===== src/hdl/pspe_ram.sv =====
// Generic single-port-write, single-port-read RAM with registered read data.
`timescale 1ns / 1ps

module pspe_ram #(
	parameter int unsigned WIDTH = 32,
	parameter int unsigned DEPTH = 64,
	localparam int unsigned AW = (DEPTH > 1) ? $clog2(DEPTH) : 1
) (
	input  logic             clk,
	input  logic             wr_en,
	input  logic [AW-1:0]    wr_addr,
	input  logic [WIDTH-1:0] wr_data,
	input  logic             rd_en,
	input  logic [AW-1:0]    rd_addr,
	output logic [WIDTH-1:0] rd_data
);

	logic [WIDTH-1:0] mem_q [DEPTH];

	// Write port.
	always_ff @(posedge clk) begin
		if (wr_en) begin
			mem_q[wr_addr] <= wr_data;
		end
	end

	// Read port, registered read data.
	always_ff @(posedge clk) begin
		if (rd_en) begin
			rd_data <= mem_q[rd_addr];
		end
	end

endmodule


===== config.mk =====
export PLATFORM = sky130hd
export DESIGN_NAME = pspe_ram
export DESIGN_NICKNAME = d
export VERILOG_FILES = /design/src/hdl/pspe_ram.sv
export SDC_FILE = /design/constraint.sdc
export NUM_CORES = 2
export LEC_CHECK = 0
export BUFFER_PORTS_ARGS = -buffer_cell sky130_fd_sc_hd__buf_2
export CAP_MARGIN = 30
export CORE_MARGIN = 2
export CORE_UTILIZATION = 55
export CTS_CLUSTER_SIZE = 24
export DETAILED_ROUTE_END_ITERATION = 6
export GPL_ROUTABILITY_DRIVEN = 0
export MAX_ROUTING_LAYER = met4
export PLACE_DENSITY = 0.77
export SLEW_MARGIN = 20
export SYNTH_ARGS = -nofsm -noshare
export SYNTH_HDL_FRONTEND = slang
export SYNTH_SLANG_ARGS = --single-unit

===== constraint.sdc =====
create_clock -name clk -period 4.7 [get_ports clk]
set_input_delay 0.235 -clock clk [delete_from_list [all_inputs] [get_ports clk]]
set_output_delay 0.235 -clock clk [all_outputs]
set_load 0.05 [all_outputs]

### Yosys cells after proc, flatten, opt, wreduce, memory -nomap -nowiden

Memories as Yosys holds them, arrays and structs flattened. A register that Yosys moved wholly into a read port is not among the register bits.
Cells that the tools add are included.

* muxes and demuxes: 2

Operator list (number)
* $mux 1: 2

* memories kept: 1
* register bits after elaboration: 0
* bits of input ports: 47
* bits in writable memories: 2048
* logic and storage cells: 3

Memory list
* mem_q: words 64, bits a word 32, read ports 1, clocked after memory_dff 1, wr ports 1, RTL line 18 `logic [WIDTH-1:0] mem_q [DEPTH];`

### Logic depth before layout (Yosys ltp)

* depth in word-level cells: 2
* mapped depth: 10
* mapped depth without buffers: 5

### Least setup slack after synthesis

OpenSTA, ideal clock, no wires.

* kind: input -> register
* start point: input port wr_addr[3]
* end point: memory mem_q[48][0], enable pin
* arrival: 2934 ps
* path slack: 1305 ps
* data required time: 4239 ps
* cell stages on the path: 4
* path through: clkbuf_1 > nor2b_1 > nand4b_1 > nor3_1

RTL lines
* start: declaration: RTL line 11 `input logic [AW-1:0] wr_addr,`
* end: declaration: RTL line 18

Straight into the memory's write port.

==> results.cfg <==
[status]
status = complete, no violations

[logic_synthesis]
synth_edf_count = 2080
synth_cell_types = 33
async_reset_ff_share_pct = 0
yosysSeqAreaShare_pct = 79.2
syn_nets = 3371
synthMostInstantiatedCell = edfxtp_1
syn_area_um2 = 78800
synth-seq-cells = 2080
ys.flop_type = edfxtp_1
syn_inst = 3324
ys_warn_count = 0
avgSynthCellArea_um2 = 23.7
synth_top_area_share_pct = 79.2
ys_top_cells_by_count = edfxtp_1 (2,080), mux4_2 (544), nor2_1 (137), mux2i_1 (93), o22ai_1 (84)
synthTopCellsByArea = edfxtp_1 (79%), mux4_2 (16%), mux2i_1 (1.2%)
synth_top_area_cell = edfxtp_1

[worst_setup_path]
crit_path_end_kind = flop
path_depth = 7
cp_slowest_cell = mux4_2
crit_required_ns = 5.22
crit_fanout = 49
path_cells = buf_8, buf_12, buf_4, mux4_2, mux4_2, o22ai_1, nor2_1
critPathTopFamily = buffers and inverters
critPathMostFrequentCell = mux4_2
reg2regPathDepth = 4
critPathArrivalTime_ns = 3.30
path_class = input port to flop
critPathLaunchType = input port
crit_path_max_incr_delay_ns = 0.57
crit_buf_inv = 3

[grt]
grt_usage_pct = 29.8
grt_overflow_total = 0
grt_max_degree = 91
grt_pass1_wl_mm = 295
grt_pass1_vias = 39100
antenna_found_initial = 17

[clocking]
hold_buffers = 19
cts_tree = done
htree_levels = 4
cts_made_buffers = 189
path_clk_slew_ns = 0.06
post-cts-setup-buffer-count = 0
cts_resized = 0
clock_latency_ns = 0.83
clock-sinks = 2080
cts_root_buf = clkbuf_16
clk_path_buf_depth = 3

[floorplanning]
initial_utilization_pct = 55.5
die_h_um = 383
ios = 79
dieWidth_um = 383
core_um2 = 142000
die-area_um2 = 146000
rows = 138

[power]
worst_ir_drop_vdd_mv = 0.386
power_density_nw_per_um2 = 423
power.leakage_nw = 27.7

[timing]
fmax_mhz = 359
rsz0062_at_grt = no
tightest_slew_ns = 1.04
finalHoldViolCount = 0
clock_skew_ns = 0.0322
period_minus_slack_ns = 2.78
min_period_over_period_pct = 59.2
maxSlewHeadroom_pct = 30.7
slew_viol_final = 0
setup_tns_ns = 0
setup_viol_count_final = 0
hold_ws_ns = 0.0220

[place]
dp_hpwl_mm = 115
port_buffers = 78

[cells_and_area]
seq_area_um2 = 62500
area_growth_pct = 13.1
nFillCells = 8912
multi_input_area_um2 = 16000
drive_gt1_share_pct = 29.6
fin_nets = 3646

[drt]
via_count = 38900
wl_per_cell_um = 36.9
drc = 0
drt_pass1_iterations = 6
drt_wl_total_mm = 209
drt-initial-drc-count = 6978
ant_nets = 0
via_per_inst = 6.87

[worst_hold_path]
hold-path-cell-count = 1
hold_path.class = input port to flop

[job]
cap_violations = 0
-- placed cells by master, fill, tap and decap left out, types with 3 or more instances in the layout --
cell type	Yosys	layout
a21oi_1	62	62
a22oi_1	12	12
a311oi_1	8	8
a41o_1	4	4
and3_1	4	4
buf_12	0	31
buf_16	0	4
buf_2	57	72
buf_4	25	133
buf_8	0	4
bufinv_16	0	13
clkbuf_1	74	56
clkbuf_16	0	193
clkinv_1	0	39
clkinv_2	0	26
clkinv_8	0	6
clkinvlp_4	0	6
diode_2	0	21
dlygate4sd3_1	0	20
edfxtp_1	2080	2080
inv_16	0	3
mux2i_1	93	93
mux4_2	544	544
nand2_1	26	26
nand2b_1	8	7
nand3_1	5	5
nand3b_1	5	5
nor2_1	137	75
nor2_4	0	62
nor2b_1	15	15
nor3_1	7	5
o221ai_1	27	27
o22ai_1	84	84
o32ai_1	4	4
or3_1	3	3
or3b_2	3	3
-- power breakdown --
part           switching (W)  internal, W  total, W
clock                0.00671      0.00829    0.0150
combinational        0.00131     0.000729   0.00204
sequential         0.0000825       0.0206    0.0207
-- state kept, by name (all words and copies together), names as in the netlist --
signal   count
rd_data     32
mem_q     2048
-- worst register-to-register path, delay by kind of cell (launching register included) --
kind | cells | cell delay [ns]
muxes | 2 | 1.05
AOI/OAI and AO/OA | 1 | 0.70
and+or+nand+nor | 1 | 0.10
DFF | 1 | 0.44
-- layout make-up --
type	instances	share of cell area, %
Sequential cell	2080	70.1
Multi-Input combinational cell	1062	17.9
Clock buffer	249	5.65
Timing Repair Buffer	266	2.66
Tap cell	1890	2.65
Clock inverter	97	1.01
Antenna cell	21	0.0589
-- layer usage --
layer | vias to the layer above | part of all wire [%] | track usage (%)
met5 | - | 0 | -
li1 | 14900 | - | -
met1 | 20300 | 34 | 38.4
met4 | 0 | 4.8 | 12.4
met2 | 3174 | 48 | 45.6
met3 | 552 | 13 | 7.86
-- per-stage QoR --
step           utilization (%)  cell area, µm²  worst slack, ns  cells  power (W)
6_report                  62.8           89200             1.92   5665     0.0377
4_1_cts                   62.7           89000             1.98   5639     0.0377
2_1_floorplan                -           78800             1.31   3324     0.0221
3_3_place_gp              58.1           82500             1.19   5254     0.0229
5_1_grt                   62.8           89100             1.89   5657     0.0385
3_5_place_dp              58.4           82900             1.15   5274     0.0230
-- logic make-up (layout without fill, tap and decap cells) --
family / count (synthesis) / count (layout) / share of synthesized area, %
buf+inv: 182 / 612 / 1.12
simple gates: 223 / 223 / 1.26
compound gates: 202 / 202 / 1.67
flops: 2080 / 2080 / 79.2
mux: 637 / 637 / 16.7
other cells: 0 / 21 / 0
-- worst paths after layout --
path,slack (ns),start,end
worst max-delay path,1.92,rd_addr[0],rd_data[28]$_DFFE_PP_
worst min-delay path,0.02,wr_data[27],mem_q[40][27]$_DFFE_PP_
worst max register to register,2.14,mem_q[0][18]$_DFFE_PP_,rd_data[18]$_DFFE_PP_
worst min register to register,0.91,mem_q[13][4]$_DFFE_PP_,rd_data[4]$_DFFE_PP_
No activity file was read; power rests on OpenSTA's default activity.
