[src/hdl/pspe_pkg.sv]
// Shared types, constants and helper functions for the Pauli string product engine.
`timescale 1ns / 1ps

package pspe_pkg;

	// Qubits per string and the width of the active-qubit register.
	localparam int unsigned QW       = 64;
	localparam int unsigned AQ_W     = 7;
	localparam logic [AQ_W-1:0] AQ_RESET = 7'd64;

	// Command codes on the command port.
	typedef enum logic [1:0] {
		CMD_CLEAR = 2'd0,
		CMD_LOAD  = 2'd1,
		CMD_MUL   = 2'd2
	} cmd_t;

	// Sequencer states.
	typedef enum logic [1:0] {
		ST_IDLE,
		ST_RUN,
		ST_DRAIN
	} state_t;

	// Table read issued by the sequencer, travels with the read data.
	typedef struct packed {
		logic valid;
		logic last;
	} issue_t;

	// Population count modulo four: eight byte counts, then their sum.
	function automatic logic [1:0] pop_mod4(input logic [QW-1:0] v);
		logic [1:0] grp;
		logic [1:0] acc;
		acc = 2'd0;
		for (int g = 0; g < QW / 8; g++) begin
			grp = 2'd0;
			for (int b = 0; b < 8; b++) begin
				grp = grp + {1'b0, v[g*8+b]};
			end
			acc = acc + grp;
		end
		return acc;
	endfunction

	// Mask with ones at bit positions below the active qubit count.
	function automatic logic [QW-1:0] qubit_mask(input logic [AQ_W-1:0] aq);
		logic [QW-1:0] m;
		for (int i = 0; i < QW; i++) begin
			m[i] = (AQ_W'(i) < aq);
		end
		return m;
	endfunction

endpackage

[src/hdl/pspe_seq.sv]
// Command sequencer: entry count, table writes and the read sweep of a multiply.
`timescale 1ns / 1ps

module pspe_seq #(
	parameter int unsigned TABLE_DEPTH = 64,
	localparam int unsigned AW   = (TABLE_DEPTH > 1) ? $clog2(TABLE_DEPTH) : 1,
	localparam int unsigned CNTW = $clog2(TABLE_DEPTH + 1)
) (
	input  logic             clk,
	input  logic             arst_n,
	input  logic             start,
	input  logic [1:0]       command,
	input  logic             pipe_busy,
	output logic             busy,
	output logic             wr_en,
	output logic [AW-1:0]    wr_addr,
	output logic [AW-1:0]    rd_addr,
	output pspe_pkg::issue_t issue,
	output logic             lhs_load
);
	import pspe_pkg::*;

	state_t          state_q, state_d;
	logic [CNTW-1:0] count_q;
	logic [CNTW-1:0] rd_q;
	logic            accept;
	logic            sweep_end;

	assign accept    = start && !busy;
	assign sweep_end = (rd_q + CNTW'(1)) == count_q;

	// Next state.
	always_comb begin
		state_d = state_q;
		unique case (state_q)
			ST_IDLE: begin
				if (start && command == CMD_MUL && count_q != '0) begin
					state_d = ST_RUN;
				end
			end
			ST_RUN: begin
				if (sweep_end) begin
					state_d = ST_DRAIN;
				end
			end
			ST_DRAIN: begin
				if (!pipe_busy) begin
					state_d = ST_IDLE;
				end
			end
			default: state_d = ST_IDLE;
		endcase
	end

	// Outputs decoded from the state.
	always_comb begin
		busy        = (state_q != ST_IDLE);
		issue.valid = (state_q == ST_RUN);
		issue.last  = (state_q == ST_RUN) && sweep_end;
	end

	assign wr_en    = accept && command == CMD_LOAD && count_q < CNTW'(TABLE_DEPTH);
	assign wr_addr  = count_q[AW-1:0];
	assign rd_addr  = rd_q[AW-1:0];
	assign lhs_load = accept && command == CMD_MUL;

	// State register.
	always_ff @(posedge clk or negedge arst_n) begin
		if (!arst_n) begin
			state_q <= ST_IDLE;
		end else begin
			state_q <= state_d;
		end
	end

	// Entry count: cleared by a clear, advanced by a load into a table with room.
	always_ff @(posedge clk or negedge arst_n) begin
		if (!arst_n) begin
			count_q <= '0;
		end else if (accept && command == CMD_CLEAR) begin
			count_q <= '0;
		end else if (wr_en) begin
			count_q <= count_q + CNTW'(1);
		end
	end

	// Read index of the sweep, one entry per cycle.
	always_ff @(posedge clk or negedge arst_n) begin
		if (!arst_n) begin
			rd_q <= '0;
		end else if (lhs_load) begin
			rd_q <= '0;
		end else if (state_q == ST_RUN) begin
			rd_q <= rd_q + CNTW'(1);
		end
	end

`ifndef SYNTHESIS
	a_rd_in_range: assert property (@(posedge clk) disable iff (!arst_n)
		(state_q == ST_RUN) |-> (rd_q < count_q))
		else $error("read index beyond entry count");
	a_count_max: assert property (@(posedge clk) disable iff (!arst_n)
		count_q <= CNTW'(TABLE_DEPTH))
		else $error("entry count above table depth");
	a_no_write_busy: assert property (@(posedge clk) disable iff (!arst_n)
		busy |-> !wr_en)
		else $error("table written during a multiply sweep");
`endif

endmodule

[config.mk]
export PLATFORM = sky130hd
export DESIGN_NAME = pspe_seq
export DESIGN_NICKNAME = d
export VERILOG_FILES = /design/src/hdl/pspe_pkg.sv /design/src/hdl/pspe_seq.sv
export SDC_FILE = /design/constraint.sdc
export NUM_CORES = 1
export LEC_CHECK = 0
export ABC_CLOCK_PERIOD_IN_PS = 2250
export BUFFER_PORTS_ARGS = -buffer_cell sky130_fd_sc_hd__buf_2
export CORE_ASPECT_RATIO = 0.7
export CORE_MARGIN = 2
export CORE_UTILIZATION = 35
export DETAILED_ROUTE_END_ITERATION = 6
export SLEW_MARGIN = 5
export SYNTH_ARGS = -nofsm -noshare
export SYNTH_HDL_FRONTEND = slang
export SYNTH_SLANG_ARGS = --single-unit
[constraint.sdc]
create_clock -name clk -period 2.25 [get_ports clk]
set_clock_uncertainty 0.2 [all_clocks]
set_input_delay 0.3375 -clock clk [delete_from_list [all_inputs] [get_ports clk]]
set_output_delay 0.3375 -clock clk [all_outputs]
set_load 0.01 [all_outputs]
# ---- Yosys cells after proc, flatten, opt, wreduce, memory -nomap -nowiden
# Cells that the tools add are included.
dict set report totals {
  reg_bits 16
  output_inout_bits 17
}
dict set report op_classes {
  addsub 2
  magnitude_cmp 1
  eq_ne 8
  mux 8
  reduce_logical 16
}
# op count
set op_table {}
lappend op_table {{$mux W7} 4}
lappend op_table {{$add A7 B1 Y7 const B} 2}
lappend op_table {{$logic_and A1 B1 Y1} 8}
lappend op_table {{$eq A7 B7 Y1} 1}
lappend op_table {{$lt A7 B7 Y1 const B} 1}
lappend op_table {{$reduce_bool A7 Y1} 1}
lappend op_table {{$mux W2} 3}
lappend op_table {{$pmux W2 S3} 1}
lappend op_table {{$reduce_bool A2 Y1} 3}
lappend op_table {{$eq A2 B1 Y1 const B} 2}
lappend op_table {{$eq A2 B2 Y1 const B} 2}
lappend op_table {{$logic_not A2 Y1} 2}
lappend op_table {{$ne A2 B2 Y1 const B} 2}
lappend op_table {{$reduce_and A3 Y1} 1}
lappend op_table {{$ne A2 B1 Y1 const B} 1}
lappend op_table {{$logic_not A1 Y1} 1}

# ---- Longest topological paths before layout
dict set report depth {
  ltp_word 7
  ltp_mapped 6
  mapped_depth_nobuf 6
}

# ---- Worst setup path after synthesis
# No wires, ideal clock.
dict set report synth_path {
  kind {flip-flop to output port}
  from {register rd_q[0]}
  to {output port issue[0] (netlist name)}
  arrival_time_ns 1.641
  required_ns 1.712
  setup_slack_ns 0.071
  stages_incl_launch_ff 7
  n_path_buf 0
  cell_sequence {dfrtp_1 -> ha_1 -> and2_1 -> nor2b_1 -> o311a_1 -> o2111ai_1 -> nor2_1}
}
# item line
set synth_rtl {}
lappend synth_rtl {{start: declaration} pspe_seq.sv:25} ;# logic [CNTW-1:0] rd_q;
lappend synth_rtl {{start signal: assignment} pspe_seq.sv:94} ;# rd_q <= rd_q + CNTW'(1);
lappend synth_rtl {{end: declaration} pspe_seq.sv:18} ;# output pspe_pkg::issue_t issue,

==> key figures <==
Yosys
  – Yosys top cell by area: dfrtp_1
  – Post-synthesis sequential area ratio: 0.380
  – Register bit count reported by yosys: 16
  – Count of flip-flops with a built-in enable after synthesis: 0
  – Ys flop type: dfrtp_1
  – Post-Synthesis Mean Instance Area: around 9 um^2
  – Synth area leaders: dfrtp_1, buf_4, xnor2_1
  – Synthesis warning total: 0
  – Async SR Flop Fraction: 1.00
  – Mapped Nets: 125
  – Instance count of the mapped netlist: 116
  – Mapped Area: 1050 um^2
  – Fraction of synthesized cell area taken by the top area cell type: 0.380
  – Post-synthesis cell type count: 32

Layout
  – Syn-to-layout area delta: 17.5%
  – Total non-filler cell area in the finished layout: ~1200 um^2
  – # fillers: 272
  – Share of final-layout standard cells stronger than drive strength 1: 0.308
  – Antenna diode count: 0
  – # nets final: 143

Drt
  – Final routed wirelength across all metal layers: 2250 um
  – DR vias: 832
  – Wirelength per Cell: 13.3 um
  – Number of detailed-route iterations in the first pass: 4
  – Initial drt markers: 19
  – Drc violations: 0
  – Antenna-violating nets left: 0
  – Via count normalized by instance count: 4.92

Outcome
  – Violations in the final reports: negative setup slack
  – Status: finished, violations left

Die
  – Die boundary height: around 50 um
  – Die width: 69.5 um
  – Die footprint: 3470 um^2
  – Effective utilization at floorplan: 0.373
  – Row count: 16
  – Placeable Area: 2820 um^2
  – Boundary Pins: 23

Timing
  – Worst-margin pin slew: 0.547 ns
  – Worst path setup slack after routing: -0.152 ns
  – Fin. max-slew vios: 0
  – Final hold violation count: 0
  – Unrepaired setup endpoints after global routing: yes
  – Period utilisation layout: 1.07
  – Post-Route Hold Slack: 0.145 ns
  – Timing-limited maximum frequency: ~420 MHz
  – Final total negative setup slack: -0.152 ns
  – Time the worst path needs with I/O delays and setup: 2.40 ns
  – Total setup violations reported at the end of the flow: 1
  – Worst relative slew slack: 0.634

Setup path
  – Category of the critical setup timing path: reg -> out
  – Startpoint types: register
  – Worst path arrival time: approximately 1.9 ns
  – Critical path peak fanout: 3
  – Required time at the endpoint of the critical path: 1.71 ns
  – Endpoint kind of the worst setup timing path: primary output

Global routing
  – Pin count of the biggest net entering global routing: 17
  – Number of antenna violations at the first check in global routing: 0
  – Total Routing Usage GR: 0.139
  – Global-route wire length before repair: 3730 um
  – Via count of the first global-routing pass: 763
  – Grt ovf: 0

Flow run
  – MaxCap Viol Count: 0

Power
  – Worst IR Drop VDD: slightly above 0.5 mV
  – Power per cell area: 1020 nW/um^2
  – Static Leak: 0.606 nW
  – Tot Pwr: between 1 and 1.5 mW

Placed design
  – Placed wire-length estimate after detailed placement: 1670 um
  – Placer's final routability congestion estimate: 0.900
  – IO Port Bufs: 22
  – Post-placement worst setup slack: between 0.01 and 0.015 ns
  – Post-place instance area: 1130 um^2

Clock network
  – Master cell of the clock root buffer: clkbuf_8
  – Number of clock sinks: 16
  – Maximum level of the CTS H-tree: 1
  – CTS tree: done
  – Source-to-sink clock delay at the later pin of the worst-skew pair: 0.25 ns
  – Number of buffers between clock root and the deepest sink: 2
  – Clock Pin Slew Worst Setup and Hold Paths: about 0.060 ns
  – Number of buffers created by CTS: 3

Min path
  – Type of the worst min-delay path: in -> reg
-- routing by layer --
layer | routed length [um] | GRT usage | vias to the layer above
met5 | 0 | 0 | -
met1 | 1050 | 0.181 | 378
li1 | - | - | 425
met2 | 1030 | 0.221 | 25
met3 | 130 | 0.0429 | 4
met4 | 34 | 0.0425 | 0
-- layout make-up --
type                            count  area [um^2]  area share
Multi-Input combinational cell     82          566       0.457
Sequential cell                    16          402       0.325
Timing Repair Buffer               28          158       0.128
Clock buffer                        4         55.1      0.0445
Tap cell                           36         45.0      0.0364
Inverter                            3         11.3     0.00911
-- layout by cell type (no fill, tap or decap), types with 3 or more instances in the layout --
master / synthesis / layout
o31ai_1: 3 / 3
nand4_1: 3 / 3
inv_1: 3 / 3
nand2_1: 7 / 7
nand3_1: 3 / 3
xnor2_1: 7 / 6
dfrtp_1: 16 / 15
buf_4: 13 / 5
nor2_1: 16 / 16
xor2_1: 7 / 7
nor3_1: 3 / 3
clkbuf_8: 0 / 4
o21ai_0: 9 / 9
buf_2: 1 / 22
-- Yosys cell counts (2+ instances only) --
cell and n:
dfrtp_1 16, ha_1 3, inv_1 3, nand2_1 7, nor3_1 3, nand4_1 3, buf_4 13, xor2_1 7
and2_1 2, xnor2_1 7, o21ai_0 9, o31ai_1 3, and3_1 3, nand3_1 3, a22o_1 2, nor2_1 16
-- state kept, by name, summed over array words and instances, names as in the netlist --
signal / count
count_q: 7
rd_q: 7
state_q: 2
-- through the flow --
stage / std cells / util
finish: 169 / 0.438
global route: 169 / 0.438
CTS: 169 / 0.438
detailed placement: 163 / 0.401
global placement: 163 / 0.401
floorplan: 116 / -
-- worst paths after layout --
kind / slack, ns / cells past startpoint / endpoint / startpoint
setup / recovery: -0.15 / 7 / issue[0] / rd_q[1]
hold / removal: 0.15 / 3 / state_q[1] / pipe_busy
setup reg to reg: 0.22 / 6 / count_q[4] / state_q[0]
hold reg to reg: 0.32 / 1 / rd_q[6] / rd_q[6]
max in group asynchronous: 1.23 / 2 / rd_q[3] / arst_n
min in group asynchronous: 0.33 / 2 / count_q[4] / arst_n
-- worst max-delay path, stage by stage (launching register included) --
cell	delay, ns
dfrtp_1	0.38
ha_2	0.20
and2_4	0.16
nor2b_4	0.12
o311a_1	0.32
o2111ai_2	0.22
nor2_1	0.08
buf_2	0.15
-- cells by family after synthesis --
logic type / count (synthesis) / share of synthesized area
AOI/OAI and AO/OA: 19 / 0.117
xor gates and xnor gates: 14 / 0.117
adders and majority gates: 3 / 0.0357
buffers and inverters: 18 / 0.112
DFF: 16 / 0.380
muxes: 1 / 0.00951
and+or+nand+nor: 45 / 0.230
-- where the power goes --
group | internal, mW | total [mW] | switching, mW
Clock | 0.155 | 0.257 | 0.102
Sequential | 0.347 | 0.436 | 0.0891
Combinational | 0.269 | 0.562 | 0.293
-- what timing repair did --
action	4_1_cts	5_1_grt
gates resized for setup	8	1
hold buffers	1	0
pin swaps	6	0
buffers inserted	1	0
endpoints found under the hold margin	16	0
setup endpoints to repair	2	1
Note: power is estimated with default switching activity, not from simulation.
